File: src/hdl/rpn_pkg.sv
// Shared types and constants for the RPN stack evaluator.
// Used by rpn_stk_mem, rpn_alu and rpn_stack_evaluator_top; no dependencies.
package rpn_pkg;

    localparam int DATA_W      = 32;
    localparam int FRAC_W      = 16;
    localparam int STACK_DEPTH = 16;
    localparam int IDX_W       = $clog2(STACK_DEPTH);
    localparam int CNT_W       = $clog2(STACK_DEPTH + 1);
    localparam int PROD_W      = 2 * DATA_W;
    localparam int DVD_W       = DATA_W + FRAC_W;
    localparam int DIV_STEPS   = DVD_W;
    localparam int STEP_W      = $clog2(DIV_STEPS + 1);

    // token kinds
    localparam logic TOK_NUM = 1'b0;
    localparam logic TOK_OP  = 1'b1;

    // operator codes; the remaining codes are invalid operators
    localparam logic [2:0] OP_ADD = 3'd0;
    localparam logic [2:0] OP_SUB = 3'd1;
    localparam logic [2:0] OP_MUL = 3'd2;
    localparam logic [2:0] OP_DIV = 3'd3;

    // result status codes
    localparam logic [1:0] ST_OK    = 2'd0;
    localparam logic [1:0] ST_FEW   = 2'd1;
    localparam logic [1:0] ST_COUNT = 2'd2;
    localparam logic [1:0] ST_OVER  = 2'd3;

    localparam logic signed [DATA_W-1:0] Q_MAX = {1'b0, {(DATA_W-1){1'b1}}};
    localparam logic signed [DATA_W-1:0] Q_MIN = {1'b1, {(DATA_W-1){1'b0}}};

    typedef struct packed {
        logic                     start;
        logic [2:0]               op;
        logic signed [DATA_W-1:0] a;
        logic signed [DATA_W-1:0] b;
    } t_alu_req;

    typedef struct packed {
        logic                     done;
        logic                     bad_op;
        logic signed [DATA_W-1:0] result;
    } t_alu_rsp;

endpackage

File: src/hdl/rpn_stk_mem.sv
// Operand stack storage below the top-of-stack register.
// One write port, one read port with registered read data; uses rpn_pkg.
module rpn_stk_mem (
    input  logic                       i_clk,
    input  logic                       i_we,
    input  logic [rpn_pkg::IDX_W-1:0]  i_waddr,
    input  logic [rpn_pkg::DATA_W-1:0] i_wdata,
    input  logic [rpn_pkg::IDX_W-1:0]  i_raddr,
    output logic [rpn_pkg::DATA_W-1:0] o_rdata
);
    import rpn_pkg::*;

    logic [DATA_W-1:0] r_mem [STACK_DEPTH];
    logic [DATA_W-1:0] r_rdata;

    always_ff @(posedge i_clk) begin
        if (i_we) begin
            r_mem[i_waddr] <= i_wdata;
        end
    end

    always_ff @(posedge i_clk) begin
        r_rdata <= r_mem[i_raddr];
    end

    assign o_rdata = r_rdata;

endmodule

File: src/hdl/rpn_alu.sv
// Shared Q16.16 arithmetic unit: saturating add/sub, registered multiply,
// and a bit-serial restoring divider. Uses rpn_pkg.
module rpn_alu (
    input  logic              i_clk,
    input  logic              i_rst_n,
    input  rpn_pkg::t_alu_req i_req,
    output rpn_pkg::t_alu_rsp o_rsp
);
    import rpn_pkg::*;

    typedef enum logic [4:0] {
        A_IDLE = 5'b00001,
        A_MUL  = 5'b00010,
        A_DIV  = 5'b00100,
        A_FIX  = 5'b01000,
        A_DONE = 5'b10000
    } t_alu_state;

    t_alu_state r_state, n_state;

    logic signed [DATA_W-1:0] r_res;
    logic                     r_bad;
    logic signed [PROD_W-1:0] r_prod;
    logic [DVD_W-1:0]         r_dvd;
    logic [DATA_W-1:0]        r_rem;
    logic [DATA_W-1:0]        r_dsr;
    logic                     r_neg;
    logic [STEP_W-1:0]        r_step;

    logic [DATA_W:0]          w_sum;
    logic [DATA_W:0]          w_dif;
    logic [DATA_W-1:0]        w_mag_a;
    logic [DATA_W-1:0]        w_mag_b;
    logic signed [DVD_W-1:0]  w_mq;
    logic [DATA_W:0]          w_rem_sh;
    logic [DATA_W+1:0]        w_trial;
    logic                     w_last_step;

    assign w_sum = {i_req.a[DATA_W-1], i_req.a} + {i_req.b[DATA_W-1], i_req.b};
    assign w_dif = {i_req.a[DATA_W-1], i_req.a} - {i_req.b[DATA_W-1], i_req.b};
    assign w_mag_a = i_req.a[DATA_W-1] ? (~i_req.a + 1'b1) : i_req.a;
    assign w_mag_b = i_req.b[DATA_W-1] ? (~i_req.b + 1'b1) : i_req.b;
    // floor shift of the product
    assign w_mq = r_prod[PROD_W-1:FRAC_W];
    assign w_rem_sh = {r_rem, r_dvd[DVD_W-1]};
    assign w_trial = {1'b0, w_rem_sh} - {2'b00, r_dsr};
    assign w_last_step = (r_step == STEP_W'(DIV_STEPS - 1));

    always_comb begin
        n_state = r_state;
        unique case (r_state)
            A_IDLE: begin
                if (i_req.start) begin
                    if (i_req.op == OP_MUL) begin
                        n_state = A_MUL;
                    end else if (i_req.op == OP_DIV && i_req.b != '0) begin
                        n_state = A_DIV;
                    end else begin
                        n_state = A_DONE;
                    end
                end
            end
            A_MUL:  n_state = A_DONE;
            A_DIV:  n_state = w_last_step ? A_FIX : A_DIV;
            A_FIX:  n_state = A_DONE;
            A_DONE: n_state = A_IDLE;
            default: n_state = A_IDLE;
        endcase
    end

    always_ff @(posedge i_clk) begin
        if (!i_rst_n) begin
            r_state <= A_IDLE;
        end else begin
            r_state <= n_state;
        end
    end

    always_ff @(posedge i_clk) begin
        unique case (r_state)
            A_IDLE: begin
                if (i_req.start) begin
                    r_bad  <= 1'b0;
                    r_prod <= i_req.a * i_req.b;
                    r_dvd  <= {w_mag_a, {FRAC_W{1'b0}}};
                    r_rem  <= '0;
                    r_dsr  <= w_mag_b;
                    r_neg  <= i_req.a[DATA_W-1] ^ i_req.b[DATA_W-1];
                    r_step <= '0;
                    unique case (i_req.op)
                        OP_ADD: begin
                            if (w_sum[DATA_W] != w_sum[DATA_W-1]) begin
                                r_res <= w_sum[DATA_W] ? Q_MIN : Q_MAX;
                            end else begin
                                r_res <= w_sum[DATA_W-1:0];
                            end
                        end
                        OP_SUB: begin
                            if (w_dif[DATA_W] != w_dif[DATA_W-1]) begin
                                r_res <= w_dif[DATA_W] ? Q_MIN : Q_MAX;
                            end else begin
                                r_res <= w_dif[DATA_W-1:0];
                            end
                        end
                        OP_MUL: r_res <= '0;
                        OP_DIV: begin
                            // divide by zero saturates by the dividend's sign
                            if (i_req.a[DATA_W-1]) begin
                                r_res <= Q_MIN;
                            end else if (i_req.a != '0) begin
                                r_res <= Q_MAX;
                            end else begin
                                r_res <= '0;
                            end
                        end
                        default: begin
                            r_res <= '0;
                            r_bad <= 1'b1;
                        end
                    endcase
                end
            end
            A_MUL: begin
                if (w_mq[DVD_W-1:DATA_W-1] != {(DVD_W-DATA_W+1){w_mq[DVD_W-1]}}) begin
                    r_res <= w_mq[DVD_W-1] ? Q_MIN : Q_MAX;
                end else begin
                    r_res <= w_mq[DATA_W-1:0];
                end
            end
            A_DIV: begin
                r_step <= r_step + 1'b1;
                if (!w_trial[DATA_W+1]) begin
                    r_rem <= w_trial[DATA_W-1:0];
                    r_dvd <= {r_dvd[DVD_W-2:0], 1'b1};
                end else begin
                    r_rem <= w_rem_sh[DATA_W-1:0];
                    r_dvd <= {r_dvd[DVD_W-2:0], 1'b0};
                end
            end
            A_FIX: begin
                // r_dvd now holds the quotient magnitude
                if (r_neg) begin
                    if ((|r_dvd[DVD_W-1:DATA_W]) ||
                        (r_dvd[DATA_W-1] && (|r_dvd[DATA_W-2:0]))) begin
                        r_res <= Q_MIN;
                    end else begin
                        r_res <= ~r_dvd[DATA_W-1:0] + 1'b1;
                    end
                end else begin
                    if (|r_dvd[DVD_W-1:DATA_W-1]) begin
                        r_res <= Q_MAX;
                    end else begin
                        r_res <= r_dvd[DATA_W-1:0];
                    end
                end
            end
            A_DONE: ;
            default: ;
        endcase
    end

    assign o_rsp.done   = (r_state == A_DONE);
    assign o_rsp.bad_op = r_bad;
    assign o_rsp.result = r_res;

    a_start_idle: assert property (@(posedge i_clk) disable iff (!i_rst_n)
        i_req.start |-> r_state == A_IDLE)
        else $error("alu started while busy");

    a_div_steps: assert property (@(posedge i_clk) disable iff (!i_rst_n)
        (r_state == A_DIV) |-> r_step < STEP_W'(DIV_STEPS))
        else $error("divider step count overrun");

    a_done_pulse: assert property (@(posedge i_clk) disable iff (!i_rst_n)
        o_rsp.done |=> !o_rsp.done)
        else $error("alu done held longer than one cycle");

endmodule

File: src/hdl/rpn_stack_evaluator_top.sv
// RPN stack evaluator: one token per transaction, one result per expression.
// A number token, an operator with too few operands and any token after an
// error are handled in the idle state. Any other operator waits for the shared
// arithmetic unit: multiply registers the product first, and divide runs the
// bit-serial divider (one quotient bit per cycle over 48 bits, then a step to
// fix the sign) unless the divisor is zero. A token marked last adds a state
// to load the result register. The block takes no token while one is being
// worked on, but does take the next token while a finished result waits to
// be taken. Depends on rpn_pkg, rpn_stk_mem, rpn_alu.
module rpn_stack_evaluator_top (
    input  logic                              i_clk,
    input  logic                              i_rst_n,
    input  logic                              i_in_valid,
    output logic                              o_in_stall,
    input  logic                              i_req_type,
    input  logic signed [rpn_pkg::DATA_W-1:0] i_number_value,
    input  logic [2:0]                        i_op_code,
    input  logic                              i_last_token,
    output logic                              o_out_valid,
    input  logic                              i_out_stall,
    output logic signed [rpn_pkg::DATA_W-1:0] o_result_value,
    output logic [1:0]                        o_status,
    output logic                              o_bad_operator_seen
);
    import rpn_pkg::*;

    typedef enum logic [3:0] {
        S_IDLE = 4'b0001,
        S_READ = 4'b0010,
        S_EXEC = 4'b0100,
        S_FIN  = 4'b1000
    } t_state;

    t_state r_state, n_state;

    logic [CNT_W-1:0]         r_count, n_count;
    logic [1:0]               r_err, n_err;
    logic                     r_warn, n_warn;
    logic signed [DATA_W-1:0] r_tos, n_tos;
    logic [2:0]               r_op;
    logic                     r_last;
    logic                     r_out_valid, n_out_valid;
    logic signed [DATA_W-1:0] r_out_value;
    logic [1:0]               r_out_status;
    logic                     r_out_bad;

    logic                     w_accept;
    logic                     w_out_free;
    logic                     w_load_out;
    logic [CNT_W-1:0]         w_cnt_m1;
    logic [CNT_W-1:0]         w_cnt_m2;
    logic                     w_we;
    logic [DATA_W-1:0]        w_rdata;
    t_alu_req                 w_alu_req;
    t_alu_rsp                 w_alu_rsp;

    assign w_accept   = i_in_valid && (r_state == S_IDLE);
    assign w_out_free = !r_out_valid || !i_out_stall;
    assign w_load_out = (r_state == S_FIN) && w_out_free;
    assign w_cnt_m1   = r_count - 1'b1;
    assign w_cnt_m2   = r_count - CNT_W'(2);

    // spill the old top into storage on a push
    assign w_we = w_accept && (r_err == ST_OK) && (i_req_type == TOK_NUM) &&
                  (r_count < CNT_W'(STACK_DEPTH)) && (r_count != '0);

    rpn_stk_mem u_mem (
        .i_clk   (i_clk),
        .i_we    (w_we),
        .i_waddr (w_cnt_m1[IDX_W-1:0]),
        .i_wdata (r_tos),
        .i_raddr (w_cnt_m2[IDX_W-1:0]),
        .o_rdata (w_rdata)
    );

    assign w_alu_req.start = (r_state == S_READ);
    assign w_alu_req.op    = r_op;
    assign w_alu_req.a     = w_rdata;
    assign w_alu_req.b     = r_tos;

    rpn_alu u_alu (
        .i_clk   (i_clk),
        .i_rst_n (i_rst_n),
        .i_req   (w_alu_req),
        .o_rsp   (w_alu_rsp)
    );

    always_comb begin
        n_state = r_state;
        n_count = r_count;
        n_err   = r_err;
        n_warn  = r_warn;
        n_tos   = r_tos;
        unique case (r_state)
            S_IDLE: begin
                if (w_accept) begin
                    n_state = i_last_token ? S_FIN : S_IDLE;
                    if (r_err == ST_OK) begin
                        if (i_req_type == TOK_NUM) begin
                            if (r_count >= CNT_W'(STACK_DEPTH)) begin
                                n_err = ST_OVER;
                            end else begin
                                n_tos   = i_number_value;
                                n_count = r_count + 1'b1;
                            end
                        end else if (r_count < CNT_W'(2)) begin
                            n_err = ST_FEW;
                        end else begin
                            n_state = S_READ;
                        end
                    end
                end
            end
            S_READ: n_state = S_EXEC;
            S_EXEC: begin
                if (w_alu_rsp.done) begin
                    n_tos   = w_alu_rsp.result;
                    n_count = w_cnt_m1;
                    n_warn  = r_warn | w_alu_rsp.bad_op;
                    n_state = r_last ? S_FIN : S_IDLE;
                end
            end
            S_FIN: begin
                if (w_out_free) begin
                    n_count = '0;
                    n_err   = ST_OK;
                    n_warn  = 1'b0;
                    n_state = S_IDLE;
                end
            end
            default: n_state = S_IDLE;
        endcase
    end

    always_comb begin
        n_out_valid = r_out_valid;
        if (w_load_out) begin
            n_out_valid = 1'b1;
        end else if (!i_out_stall) begin
            n_out_valid = 1'b0;
        end
    end

    always_ff @(posedge i_clk) begin
        if (!i_rst_n) begin
            r_state     <= S_IDLE;
            r_count     <= '0;
            r_err       <= ST_OK;
            r_warn      <= 1'b0;
            r_out_valid <= 1'b0;
        end else begin
            r_state     <= n_state;
            r_count     <= n_count;
            r_err       <= n_err;
            r_warn      <= n_warn;
            r_out_valid <= n_out_valid;
        end
    end

    always_ff @(posedge i_clk) begin
        r_tos <= n_tos;
        if (w_accept) begin
            r_op   <= i_op_code;
            r_last <= i_last_token;
        end
        if (w_load_out) begin
            r_out_bad <= r_warn;
            if (r_err != ST_OK) begin
                r_out_value  <= '0;
                r_out_status <= r_err;
            end else if (r_count != CNT_W'(1)) begin
                r_out_value  <= '0;
                r_out_status <= ST_COUNT;
            end else begin
                r_out_value  <= r_tos;
                r_out_status <= ST_OK;
            end
        end
    end

    assign o_in_stall          = (r_state != S_IDLE);
    assign o_out_valid         = r_out_valid;
    assign o_result_value      = r_out_value;
    assign o_status            = r_out_status;
    assign o_bad_operator_seen = r_out_bad;

    a_count_range: assert property (@(posedge i_clk) disable iff (!i_rst_n)
        r_count <= CNT_W'(STACK_DEPTH))
        else $error("stack count beyond depth");

    a_done_in_exec: assert property (@(posedge i_clk) disable iff (!i_rst_n)
        w_alu_rsp.done |-> r_state == S_EXEC)
        else $error("alu result arrived outside execute");

    a_fin_clears: assert property (@(posedge i_clk) disable iff (!i_rst_n)
        w_load_out |=> (r_count == '0 && r_err == ST_OK && r_out_valid))
        else $error("expression end did not clear the stack");

    a_err_freezes: assert property (@(posedge i_clk) disable iff (!i_rst_n)
        (w_accept && r_err != ST_OK) |=> $stable(r_count) && $stable(r_err))
        else $error("stack changed after a latched error");

endmodule

File: config.mk
export PLATFORM = sky130hd
export DESIGN_NAME = rpn_stack_evaluator_top
export DESIGN_NICKNAME = d
export VERILOG_FILES = /design/src/hdl/rpn_pkg.sv /design/src/hdl/rpn_stk_mem.sv /design/src/hdl/rpn_alu.sv /design/src/hdl/rpn_stack_evaluator_top.sv
export SDC_FILE = /design/constraint.sdc
export NUM_CORES = 2
export LEC_CHECK = 0
export BUFFER_PORTS_ARGS = -buffer_cell sky130_fd_sc_hd__buf_4
export CAP_MARGIN = 10
export CORE_ASPECT_RATIO = 0.8
export CORE_UTILIZATION = 44
export CTS_BUF_LIST = sky130_fd_sc_hd__clkbuf_4 sky130_fd_sc_hd__clkbuf_8
export DETAILED_ROUTE_END_ITERATION = 6
export PLACE_DENSITY = 0.58
export SYNTH_ARGS = -nofsm -noshare
export SYNTH_HDL_FRONTEND = slang
export SYNTH_SLANG_ARGS = --single-unit
File: constraint.sdc
create_clock -name i_clk -period 13.6 [get_ports i_clk]
set_input_delay 0.68 -clock i_clk [delete_from_list [all_inputs] [get_ports i_clk]]
set_output_delay 0.68 -clock i_clk [all_outputs]
set_load 0.03 [all_outputs]
==> results.sh <==
export IMPL_status="completed"
export IMPL_finalCritPeriodShare_pct=75.15
export IMPL_regToRegStartpoint="u_mem.o_rdata[31]"
export IMPL_synth_fp_nets=7940
export IMPL_synthCells=6526
export IMPL_netlist_top_cells_count="inv_1 (1087), fa_1 (1084), edfxtp_1 (783)"
export IMPL_synth_warnings=0
export IMPL_use_met1_pct=38.74
export IMPL_num_fill_cells=15059
export IMPL_coreArea_um2=166800
export IMPL_postLayoutCellArea_um2=80170
export IMPL_finalHoldViolations=0
export IMPL_synthFlopType="edfxtp_1"
export IMPL_clk_latency_ns=0.95
export IMPL_synth_most_common_cell="inv_1"
export IMPL_die_y_um=368.6
export IMPL_avgSynthCellArea_um2=11.33
export IMPL_met2_usage_pct=39.26
export IMPL_criticalPathCategory="flop to flop"
export IMPL_ant_nets=0
export IMPL_timing_critical_path_from="u_mem.o_rdata[31]"
export IMPL_die_w_um=460.3
export IMPL_worstReg2RegEnd="u_alu.r_prod[59]"
export IMPL_cts_buffers=142
export IMPL_track_usage_pct=26.32
export IMPL_yosysTopAreaCell="edfxtp_1"
export IMPL_crit_path_frequent_cell="fa_1"
export IMPL_clk_pin_slew_ns=0.06
export IMPL_final_setup_viol_count=0
export IMPL_cp_depth=23
export IMPL_maxClockFrequency_mhz=97.84
export IMPL_drtIter0Drc=4653
export IMPL_antenna_found_initial=6
export IMPL_slowest_stage="fa_1"
export IMPL_cpPeakStageDelay_ns=0.97
export IMPL_drt_wl_total_mm=217.3
export IMPL_dr_pass1_iters=6
export IMPL_gp_congestion=0.9233
export IMPL_ys_seq_area_share_pct=33.16
export IMPL_ios=78
export IMPL_r2r_setup_slack_ns=3.38
export IMPL_cp_required_ns=14.27
export IMPL_path_max_fanout=51
export IMPL_cts_htree_levels=4
export IMPL_critPathArrivalTime_ns=10.89
export IMPL_cts_resized=0
export IMPL_cp_cell_sequence="buf_4 -> clkinv_1 -> nor2_1 -> fa_1 -> fa_1 -> fa_1 -> fa_1 -> fa_1 -> fa_1 -> fa_1 -> fa_1 -> ha_1 -> and3_1 -> nand2_1 -> o21ai_0 -> nor3_1 -> o21ai_0 -> nand2_1 -> o311ai_0 -> a21oi_1 -> o31ai_1 -> a21oi_1 -> xnor2_1"
export IMPL_start_kind="flop"
export IMPL_critPathBufInv=2
export IMPL_area_growth_pct=8.443
export IMPL_wl_per_cell_um=24.49
export IMPL_ys_ff_latch=833
export IMPL_final_layout_size_suffix_gt1_share_pct=9.851
export IMPL_grt_busiest_layer="met2"
export IMPL_slew_viol_final=0
export IMPL_grt_start_max_net_pins=80
export IMPL_cts_hold_buf=18
export IMPL_synth_top_cell_area_share_pct=31.80
export IMPL_max_cap_violations=0
export IMPL_dp_hpwl_mm=148.6
export IMPL_grt_pass1_vias=51831
export IMPL_synth_edf_count=783
export IMPL_maxSlewHeadroom_pct=19.16
export IMPL_grt_use_met3_pct=5.482
export IMPL_synthArstFlopShare_pct=0
export IMPL_min_path_type="primary input to flop"
export IMPL_finClkSkew_ns=0.08926
export IMPL_grt_overflow=0
export IMPL_critical_path_top_delay_family="adder cells"
export IMPL_synth_area_leaders="edfxtp_1 (32%), fa_1 (29%), inv_1 (5.5%)"
export IMPL_cts_sinks=833
export IMPL_rsz0062_at_grt="no"
export IMPL_post_cts_buffers=0
export IMPL_num_vias=49567
export IMPL_ys_types=81
export IMPL_setup_tns_ns=0
export IMPL_dieArea_um2=169700
export IMPL_tightest_slew_ns=1.213
export IMPL_cp_end_kind="flop"
export IMPL_drc=0
export IMPL_via_per_inst=5.585
export IMPL_final_nets=7931
export IMPL_reg2reg_depth=23
export IMPL_min_period_ns=10.22
export IMPL_cts_tree="done"
export IMPL_crit_path_end="u_alu.r_prod[59]"
export IMPL_syn_area_um2=73930
export IMPL_place_area_um2=77020
export IMPL_rows=134
export IMPL_clockRootBuffer="clkbuf_8"
export IMPL_cts_path_max_buffers=3
export IMPL_grt_first_pass_wirelength_mm=331.8
export IMPL_initial_core_util_pct=44.32
export IMPL_port_buffers=77
## final cells by class
type | instances | area [um^2] | area share [%]
multi-input combinational | 4238 | 44140 | 55.05
clock inverter | 62 | 568.0 | 0.7085
timing repair buffer | 212 | 1637 | 2.041
antenna | 2 | 5.005 | 0.006243
sequential | 833 | 24530 | 30.59
inverter | 1090 | 4093 | 5.105
tap | 2244 | 2808 | 3.502
clock buffer | 194 | 2395 | 2.987
## tightest hold or removal path, stage by stage
cell and delay [ns]:
buf_4 0.08, nand2_1 0.06, nand2_1 0.07
## how the worst min path moves through the flow
stage                             startpoint  cells after the start                   to
after floorplan                       r_warn                      0  o_bad_operator_seen
after global placement                r_warn                      0  o_bad_operator_seen
after detailed placement              r_warn                      0  o_bad_operator_seen
after CTS                  i_number_value[1]                      3             r_tos[1]
after global routing      i_number_value[29]                      3            r_tos[29]
final                     i_number_value[29]                      3            r_tos[29]
## cells in the final DEF (no fill, tap or decap), drive strengths merged, types with 71 or more instances in the layout
cell type  instances
ha               289
and2             470
buf              194
o21ai            128
mux4             160
nand2            756
inv             1096
xnor2            136
xor2              71
fa              1084
nor2             285
edfxtp           783
a21oi            184
clkbuf           194
## through the flow
| stage | hold slack, ns | util, % | worst slack, ns | instances |
|---|---|---|---|---|
| floorplan | 0.4088 | - | 5.108 | 6526 |
| global placement | 0.4269 | 46.17 | 3.551 | 8599 |
| detailed placement | 0.4282 | 46.17 | 3.410 | 8599 |
| CTS | 0.005292 | 48.06 | 3.420 | 8873 |
| global route | 0.03728 | 48.06 | 2.872 | 8875 |
| finish | 0.08801 | 48.06 | 3.379 | 8875 |
## logic make-up (layout without fill, tap and decap cells)
| kind of cell | after synthesis | after routing | share of synthesized area [%] |
|---|---|---|---|
| AOI/OAI and AO/OA | 654 | 654 | 5.715 |
| xor gates and xnor gates | 207 | 207 | 2.452 |
| adders and majority gates | 1373 | 1373 | 34.24 |
| buffers and inverters | 1455 | 1558 | 7.445 |
| DFF | 833 | 833 | 33.16 |
| muxes | 171 | 171 | 5.025 |
| other | 0 | 2 | 0 |
| and+or+nand+nor | 1833 | 1833 | 11.96 |
## per-layer routing
layer,wire [um],vias up
li1,-,21144
met1,97590,26037
met2,95610,2029
met3,18310,357
met4,5817,0
met5,0,-
## flip-flops by register name, indices dropped and copies added (netlist names), 4 cells and up
register,count
u_mem.r_mem,512
u_alu.r_dvd,48
u_alu.r_prod,48
o_result_value,32
r_tos,32
u_alu.r_dsr,32
u_alu.r_rem,32
u_alu.r_res,32
u_mem.o_rdata,32
u_alu.r_step,6
r_count,5
u_alu.r_state,5
r_state,4
Power is left out: the tool's default activity adds up to more than one toggle a clock period on the data nets, which glitch-free logic cannot reach.
